<file path="config.mk">
export PLATFORM = sky130hd
export DESIGN_NAME = weighted_random_pick
export DESIGN_NICKNAME = d
export VERILOG_FILES = /design/src/wrp_pkg.sv /design/src/weighted_random_pick.sv /design/src/wrp_ctrl.sv /design/src/wrp_dp.sv
export SDC_FILE = /design/constraint.sdc
export NUM_CORES = 1
export LEC_CHECK = 0
export BUFFER_PORTS_ARGS = -buffer_cell sky130_fd_sc_hd__buf_2
export CORE_UTILIZATION = 45
export DETAILED_ROUTE_END_ITERATION = 10
export MAX_ROUTING_LAYER = met4
export PLACE_DENSITY = 0.57
export SYNTH_ARGS = -nofsm -noshare
export SYNTH_HDL_FRONTEND = slang
export SYNTH_SLANG_ARGS = --single-unit
</file>
<file path="constraint.sdc">
create_clock -name i_clk -period 8.89 [get_ports i_clk]
set_clock_uncertainty 0.2 [all_clocks]
set_input_delay 0.889 -clock i_clk [delete_from_list [all_inputs] [get_ports i_clk]]
set_output_delay 0.889 -clock i_clk [all_outputs]
set_load 0.03 [all_outputs]
</file>
<file path="src/wrp_pkg.sv">
// Shared types and constants for the weighted random pick block.
// Depends on nothing; used by wrp_ctrl, wrp_dp and weighted_random_pick.
`timescale 1ns / 1ps

package wrp_pkg;

    localparam int RND_BITS      = 32;
    localparam int DIV_CNT_BITS  = $clog2(RND_BITS);
    localparam int SLOT_BITS     = 6;
    localparam int NEW_WT_BITS   = 8;
    localparam int DEFAULT_FIRST = 1;
    localparam int DEFAULT_LAST  = 50;

    typedef enum logic [1:0] {
        REQ_WRITE = 2'd0,
        REQ_RANGE = 2'd1,
        REQ_DRAW  = 2'd2
    } t_req;

    typedef enum logic [1:0] {
        RES_WRITTEN = 2'd0,
        RES_RANGE   = 2'd1,
        RES_DRAWN   = 2'd2,
        RES_EMPTY   = 2'd3
    } t_res;

    // commands from controller to datapath
    typedef struct packed {
        logic load;
        logic fill;
        logic dflt;
        logic wr_read;
        logic wr_update;
        logic div_step;
        logic walk;
        logic finish;
        t_res code;
    } t_cmd;

    // status from datapath to controller
    typedef struct packed {
        logic fill_last;
        logic div_last;
        logic hit;
        logic total_zero;
    } t_stat;

endpackage

</file>
<file path="src/weighted_random_pick.sv">
// Top level of the weighted random pick (roulette wheel) block.
// Depends on wrp_pkg, wrp_ctrl and wrp_dp.
//
//  channel   | handshake            | payload
//  ----------+----------------------+-------------------------------------------
//  request   | start & !busy        | i_req_type, i_slot_number, i_new_weight,
//            |                      | i_range_start, i_range_end, i_random_word
//  result    | o_done (one cycle)   | o_status, o_drawn_number
//
// After acceptance a write passes through read and update states, a range reset
// writes one entry per cycle, an empty draw ends without leaving idle, and
// unknown types are dropped. Draw: bit-serial remainder of the random word,
// then a walk of one slot per cycle through the registered memory port until
// the running sum exceeds the remainder. Busy stays high during the reset fill.
// Results cannot be stalled; a new request may be accepted in the result cycle.
`timescale 1ns / 1ps

module weighted_random_pick
    import wrp_pkg::*;
#(
    parameter int TABLE_SIZE  = 64,
    parameter int WEIGHT_BITS = 8
) (
    input  logic                   i_clk,
    input  logic                   i_rst_n,
    input  logic                   start,
    output logic                   busy,
    input  logic [1:0]             i_req_type,
    input  logic [SLOT_BITS-1:0]   i_slot_number,
    input  logic [NEW_WT_BITS-1:0] i_new_weight,
    input  logic [SLOT_BITS-1:0]   i_range_start,
    input  logic [SLOT_BITS-1:0]   i_range_end,
    input  logic [RND_BITS-1:0]    i_random_word,
    output logic                   o_done,
    output logic [1:0]             o_status,
    output logic [SLOT_BITS-1:0]   o_drawn_number
);

    t_cmd  cmd;
    t_stat stat;

    wrp_ctrl u_ctrl (
        .i_clk      (i_clk),
        .i_rst_n    (i_rst_n),
        .start      (start),
        .i_req_type (i_req_type),
        .i_stat     (stat),
        .o_cmd      (cmd),
        .busy       (busy)
    );

    wrp_dp #(
        .TABLE_SIZE  (TABLE_SIZE),
        .WEIGHT_BITS (WEIGHT_BITS)
    ) u_dp (
        .i_clk          (i_clk),
        .i_rst_n        (i_rst_n),
        .i_cmd          (cmd),
        .i_slot_number  (i_slot_number),
        .i_new_weight   (i_new_weight),
        .i_range_start  (i_range_start),
        .i_range_end    (i_range_end),
        .i_random_word  (i_random_word),
        .o_stat         (stat),
        .o_done         (o_done),
        .o_status       (o_status),
        .o_drawn_number (o_drawn_number)
    );

endmodule

</file>
<file path="src/wrp_ctrl.sv">
// Sequencer for the weighted random pick block: init sweep, requests, draw walk.
// Depends on wrp_pkg.
`timescale 1ns / 1ps

module wrp_ctrl
    import wrp_pkg::*;
(
    input  logic        i_clk,
    input  logic        i_rst_n,
    input  logic        start,
    input  logic [1:0]  i_req_type,
    input  t_stat       i_stat,
    output t_cmd        o_cmd,
    output logic        busy
);

    typedef enum logic [6:0] {
        S_INIT = 7'b0000001,
        S_IDLE = 7'b0000010,
        S_WRD  = 7'b0000100,
        S_WUP  = 7'b0001000,
        S_FILL = 7'b0010000,
        S_DIV  = 7'b0100000,
        S_WALK = 7'b1000000
    } t_state;

    t_state r_state, n_state;

    always_ff @(posedge i_clk) begin
        if (!i_rst_n) begin
            r_state <= S_INIT;
        end else begin
            r_state <= n_state;
        end
    end

    always_comb begin
        n_state = r_state;
        o_cmd   = '0;
        o_cmd.code = RES_WRITTEN;
        case (r_state)
            S_INIT: begin
                o_cmd.fill = 1'b1;
                o_cmd.dflt = 1'b1;
                if (i_stat.fill_last) begin
                    n_state = S_IDLE;
                end
            end
            S_IDLE: begin
                if (start) begin
                    o_cmd.load = 1'b1;
                    case (t_req'(i_req_type))
                        REQ_WRITE: n_state = S_WRD;
                        REQ_RANGE: n_state = S_FILL;
                        REQ_DRAW: begin
                            if (i_stat.total_zero) begin
                                o_cmd.finish = 1'b1;
                                o_cmd.code   = RES_EMPTY;
                            end else begin
                                n_state = S_DIV;
                            end
                        end
                        default: n_state = S_IDLE;
                    endcase
                end
            end
            S_WRD: begin
                o_cmd.wr_read = 1'b1;
                n_state = S_WUP;
            end
            S_WUP: begin
                o_cmd.wr_update = 1'b1;
                o_cmd.finish    = 1'b1;
                o_cmd.code      = RES_WRITTEN;
                n_state = S_IDLE;
            end
            S_FILL: begin
                o_cmd.fill = 1'b1;
                if (i_stat.fill_last) begin
                    o_cmd.finish = 1'b1;
                    o_cmd.code   = RES_RANGE;
                    n_state = S_IDLE;
                end
            end
            S_DIV: begin
                o_cmd.div_step = 1'b1;
                if (i_stat.div_last) begin
                    n_state = S_WALK;
                end
            end
            S_WALK: begin
                o_cmd.walk = 1'b1;
                if (i_stat.hit) begin
                    o_cmd.finish = 1'b1;
                    o_cmd.code   = RES_DRAWN;
                    n_state = S_IDLE;
                end
            end
            default: n_state = S_INIT;
        endcase
    end

    assign busy = (r_state != S_IDLE);

endmodule

</file>
<file path="src/wrp_dp.sv">
// Datapath: weight memory, running total, bit-serial modulo and slot walk.
// Depends on wrp_pkg; driven by wrp_ctrl commands.
`timescale 1ns / 1ps

module wrp_dp
    import wrp_pkg::*;
#(
    parameter int TABLE_SIZE  = 64,
    parameter int WEIGHT_BITS = 8
) (
    input  logic                   i_clk,
    input  logic                   i_rst_n,
    input  t_cmd                   i_cmd,
    input  logic [SLOT_BITS-1:0]   i_slot_number,
    input  logic [NEW_WT_BITS-1:0] i_new_weight,
    input  logic [SLOT_BITS-1:0]   i_range_start,
    input  logic [SLOT_BITS-1:0]   i_range_end,
    input  logic [RND_BITS-1:0]    i_random_word,
    output t_stat                  o_stat,
    output logic                   o_done,
    output logic [1:0]             o_status,
    output logic [SLOT_BITS-1:0]   o_drawn_number
);

    localparam int AW = (TABLE_SIZE > 1) ? $clog2(TABLE_SIZE) : 1;
    localparam int TW = $clog2(TABLE_SIZE * ((1 << WEIGHT_BITS) - 1) + 1);
    localparam int CW = (AW > SLOT_BITS) ? AW : SLOT_BITS;

    logic [WEIGHT_BITS-1:0] mem [TABLE_SIZE];

    logic [SLOT_BITS-1:0]    r_slot, r_rs, r_re;
    logic [WEIGHT_BITS-1:0]  r_wnew, r_rdata;
    logic [RND_BITS-1:0]     r_rnd;
    logic [DIV_CNT_BITS-1:0] r_dcnt;
    logic [TW-1:0]           r_total, r_rem, r_sum;
    logic [AW-1:0]           r_cnt, r_didx;
    logic                    r_dv;
    logic                    r_done;
    logic [1:0]              r_status;
    logic [SLOT_BITS-1:0]    r_drawn;

    logic [CW-1:0]          rs_e, re_e, cnt_e;
    logic                   fill_one;
    logic                   slot_ok;
    logic [AW-1:0]          slot_idx;
    logic [AW-1:0]          raddr;
    logic                   we;
    logic [AW-1:0]          waddr;
    logic [WEIGHT_BITS-1:0] wdata;
    logic [TW:0]            div_try;
    logic [TW-1:0]          n_rem;
    logic [TW-1:0]          n_sum;
    logic [TW-1:0]          fill_base;

    // range bounds: default range during the init sweep
    assign rs_e  = i_cmd.dflt ? CW'(DEFAULT_FIRST) : CW'(r_rs);
    assign re_e  = i_cmd.dflt ? CW'(DEFAULT_LAST)  : CW'(r_re);
    assign cnt_e = CW'(r_cnt);
    assign fill_one = (rs_e <= re_e) && (cnt_e >= rs_e) && (cnt_e <= re_e);

    assign slot_ok  = (32'(r_slot) < TABLE_SIZE);
    assign slot_idx = AW'(r_slot);

    assign raddr = i_cmd.wr_read ? slot_idx : r_cnt;
    assign we    = i_cmd.fill || (i_cmd.wr_update && slot_ok);
    assign waddr = i_cmd.fill ? r_cnt : slot_idx;
    assign wdata = i_cmd.fill ? (fill_one ? WEIGHT_BITS'(1) : '0) : r_wnew;

    always_ff @(posedge i_clk) begin
        if (we) begin
            mem[waddr] <= wdata;
        end
        r_rdata <= mem[raddr];
    end

    // restoring remainder, one random bit per cycle, msb first
    assign div_try = {r_rem, r_rnd[RND_BITS-1]};
    assign n_rem   = (div_try >= {1'b0, r_total}) ? TW'(div_try - {1'b0, r_total})
                                                  : TW'(div_try);

    assign n_sum     = r_sum + TW'(r_rdata);
    assign fill_base = (r_cnt == '0) ? '0 : r_total;

    always_ff @(posedge i_clk) begin
        if (i_cmd.load) begin
            r_slot <= i_slot_number;
            r_wnew <= WEIGHT_BITS'(i_new_weight);
            r_rs   <= i_range_start;
            r_re   <= i_range_end;
            r_rnd  <= i_random_word;
            r_rem  <= '0;
            r_dcnt <= '0;
            r_sum  <= '0;
        end else begin
            if (i_cmd.div_step) begin
                r_rem  <= n_rem;
                r_rnd  <= {r_rnd[RND_BITS-2:0], 1'b0};
                r_dcnt <= r_dcnt + 1'b1;
            end
            if (i_cmd.walk && r_dv) begin
                r_sum <= n_sum;
            end
        end
        if (i_cmd.fill) begin
            r_total <= fill_base + TW'(fill_one);
        end else if (i_cmd.wr_update && slot_ok) begin
            r_total <= r_total - TW'(r_rdata) + TW'(r_wnew);
        end
        r_didx <= r_cnt;
    end

    // control registers
    always_ff @(posedge i_clk) begin
        if (!i_rst_n) begin
            r_cnt  <= '0;
            r_dv   <= 1'b0;
            r_done <= 1'b0;
        end else begin
            if (i_cmd.load) begin
                r_cnt <= '0;
                r_dv  <= 1'b0;
            end else if (i_cmd.fill) begin
                r_cnt <= (r_cnt == AW'(TABLE_SIZE - 1)) ? '0 : r_cnt + 1'b1;
            end else if (i_cmd.walk) begin
                r_cnt <= r_cnt + 1'b1;
                r_dv  <= 1'b1;
            end
            r_done <= i_cmd.finish;
        end
    end

    always_ff @(posedge i_clk) begin
        if (i_cmd.finish) begin
            r_status <= i_cmd.code;
            r_drawn  <= (i_cmd.code == RES_DRAWN) ? SLOT_BITS'(r_didx) : '0;
        end
    end

    assign o_stat.fill_last  = (r_cnt == AW'(TABLE_SIZE - 1));
    assign o_stat.div_last   = (r_dcnt == DIV_CNT_BITS'(RND_BITS - 1));
    assign o_stat.hit        = r_dv && (r_rem < n_sum);
    assign o_stat.total_zero = (r_total == '0);

    assign o_done         = r_done;
    assign o_status       = r_status;
    assign o_drawn_number = r_drawn;

endmodule
</file>
==> metrics.csv <==
stage,metric,value,unit
floorplanning,Die Height,255.2,µm
critical_path,Reg2Reg Depth,19,
critical_path,Arrival @ worst endpoint,5.05,ns
yosys,"count leader, synth",edfxtp_1,
timing,fin. max-slew vios,0,
cells_and_area,Final Instance Count excl. Fillers,3313,
yosys,"Avg Cell Area, Syn",12.35,µm²
floorplanning,FP Rows,92,
placement,placed cell area,30150,µm²
timing,Tmin final,4.933,ns
placement,routability cong.,0.8640,
cts,H-tree levels,3,
floorplanning,Core ar.,63200,µm²
cts,CTS tree,done,
cells_and_area,cell area after layout,32560,µm²
timing,Slew Limit Headroom,0.1722,
yosys,asr flop ratio synth,0,
cts,deepest clock path buffer count,3,
timing,RSZ-0062 raised after global routing,no,
critical_path,"slowest stage delay, CP",0.46,ns
yosys,cell taking the most area after synthesis,edfxtp_1,
timing,setup ws final,3.957,ns
route,DR WL/cell,21.56,µm
min_path,hold depth,1,
power,Worst VDD drop,0.2556,mV
power,PD cells,329.3,nW/µm²
run_status,outcome,completed,
yosys,syn_nets,2485,
cts,post-CTS resize count,0,
cells_and_area,Final nets,2558,
yosys,Post-Syn Area,28840,µm²
timing,Least-Margin Pin Slew,1.210,ns
yosys,"Distinct cells, synth",68,
grt,vias in the first global route,18040,
critical_path,sequence of cells on the critical path,or3_4 -> nor3_1 -> nand2_1 -> nand2_1 -> inv_1 -> ha_1 -> nor2b_1 -> o21a_1 -> o21a_1 -> o21a_1 -> o21a_1 -> o22ai_1 -> o221a_2 -> ha_1 -> ha_1 -> nand2_1 -> nor4_1 -> xnor2_1 -> o22ai_1,
power,Leak Pwr,11.92,nW
yosys,synthesized flop and latch total,654,
critical_path,CP Data Required Time,9.01,ns
floorplanning,I/O pins,73,
timing,final hold vios,0,
timing,Total Neg Setup Slack,0,ns
cts,root buffer cell,clkbuf_16,
yosys,top-area cell type share of the netlist area,0.6163,
cts,hold_buf cts,0,
yosys,Post-synth top cells,"edfxtp_1 (592), nand2_1 (558), nor2_1 (131)",
floorplanning,die area,65110,µm²
cts,clk sinks,654,
yosys,ys flop type,edfxtp_1,
cts,# Post-CTS Setup Buffers,0,
route,initial drt markers,1580,
yosys,Mapped Cells,2336,
route,Total Wirelength,71.44,mm
critical_path,type of element launching the critical path,flop,
cts,clock slew at reported path FFs,0.06,ns
job,Max Cap Viol,0,
grt,total grt overflow,0,
timing,Tcrit/Tclk final,0.5549,
route,drt drc,0,
power,total power,10.72,mW
route,post-route ant nets,0,
route,via/cell ratio,5.540,
yosys,cells taking the most area after synthesis,"edfxtp_1 (62%), nand2_1 (7.3%), dfxtp_1 (4.3%)",
cells_and_area,Util after Layout,0.5152,
cts,CTS Buf Count,71,
floorplanning,initial core utilization,0.4564,
placement,Port Buffers,72,
cells_and_area,# diodes,0,
cts,worst-skew pair later-pin latency,0.61,ns
floorplanning,Die Wd,255.2,µm
route,drt pass-1 iters,5,
critical_path,Slowest cell on crit path,nor3_1,
grt,all-layer global routing usage,0.2294,
grt,first-pass GRT wire length,108.8,mm
min_path,worst hold path class,input port to flop,
cells_and_area,share of cells above drive strength 1,0.1021,
cells_and_area,Layout Area Growth over Synthesis,12.88,%
route,via count,18360,
critical_path,CP endpoint kind,flop,
critical_path,crit-path max FO,9,
critical_path,Setup Crit Path Kind,flop to flop,
placement,Placed Cells,3182,
grt,largest net degree at the start of global routing,131,
placement,dpl hpwl,45.27,mm
yosys,register area share after synthesis,0.6594,
placement,pre-CTS setup slack,3.943,ns
timing,Final setup viols,0,
critical_path,cell mode on critical path,o21a_1,
timing,fmax,0.2027,GHz
grt,initial antenna violation count,0,
yosys,total of warnings raised by yosys,0,
yosys,Post-synth EDFFs,592,
timing,worst hold slack,0.2633,ns
## state kept, by name (all words and copies together) (netlist names), 5 cells and up
| signal | count |
|---|---|
| u_dp.r_slot | 6 |
| u_dp.cnt_e | 6 |
| u_dp.r_sum | 14 |
| u_dp.r_wnew | 8 |
| u_ctrl.r_state | 7 |
| u_dp.mem | 512 |
| u_dp.o_drawn_number | 6 |
| u_dp.r_rnd | 32 |
| u_dp.r_rdata | 8 |
| u_dp.r_didx | 6 |
| u_dp.r_rs | 6 |
| u_dp.r_rem | 14 |
| u_dp.r_dcnt | 5 |
| u_dp.r_total | 14 |
| u_dp.r_re | 6 |
## cells in the final DEF, fill, tap and decap left out, types with 14 or more instances in the layout
cell and count:
nand2b_1 24, nand4_1 19, and2_1 15, nand3_1 71, nor2_1 124, inv_1 59, o21ai_0 34, clkbuf_16 75
buf_2 72, o22ai_1 33, a31oi_1 46, xor2_1 18, nand2_1 558, buf_4 31, mux2i_1 110, nor3_1 32
clkinv_2 14, edfxtp_1 592, clkinv_1 14, nor2b_1 18, a32oi_1 31, ha_1 76, xnor2_1 38, dfxtp_1 62
a21oi_1 63, and3_1 18
## worst paths after layout
check | start | end | slack (ns)
setup reg to reg | u_ctrl.r_state[1] | u_dp.r_total[10] | 3.96
setup / recovery | u_ctrl.r_state[1] | u_dp.r_total[10] | 3.96
hold reg to reg | u_dp.r_dcnt[4] | u_dp.r_dcnt[4] | 0.26
hold / removal | i_range_start[1] | u_dp.r_rs[1] | 0.26
## report_power, final
group          switching [mW]  internal, mW  total [mW]
registers               0.170          3.95        4.12
clock network            1.20          1.82        3.02
logic                    2.38          1.21        3.59
total                    3.74          6.98        10.7
## logic make-up (layout without fill, tap and decap cells)
family | Yosys count | after routing | synth area share
AND/OR/NAND/NOR | 945 | 945 | 0.1427
flip-flops | 654 | 654 | 0.6594
AO/OA/AOI/OAI | 310 | 310 | 0.07383
buffers and inverters | 164 | 295 | 0.02442
multiplexers | 121 | 121 | 0.04277
adder cells (fa/ha/maj) | 86 | 86 | 0.03991
XOR/XNOR | 56 | 56 | 0.01701
## critical path, delay by kind of cell, from the launching register on
family	cells	cell delay (ns)
and+or+nand+nor	7	2.05
AOI/OAI and AO/OA	7	1.15
adders and majority gates	3	0.69
DFF	1	0.34
xor gates and xnor gates	1	0.16
buffers and inverters	1	0.05
## layer usage
| metal | vias up | track usage | wire length (µm) |
|---|---|---|---|
| met5 | - | - | 0 |
| met4 | 0 | 0.08178 | 2125 |
| met3 | 113 | 0.03336 | 4135 |
| met2 | 545 | 0.3577 | 33470 |
| met1 | 9001 | 0.3066 | 31710 |
| li1 | 8696 | - | - |
## layout make-up
class | instances | area (µm²)
fillers | 5481 | 30640
multi-input cells | 1518 | 9238
clock inverters | 44 | 462.9
well taps | 846 | 1059
clock buffers | 87 | 1942
repair buffers | 104 | 613.1
flip-flops and latches | 654 | 19020
inverters | 60 | 225.2
Power figures use the tool's default switching activity.
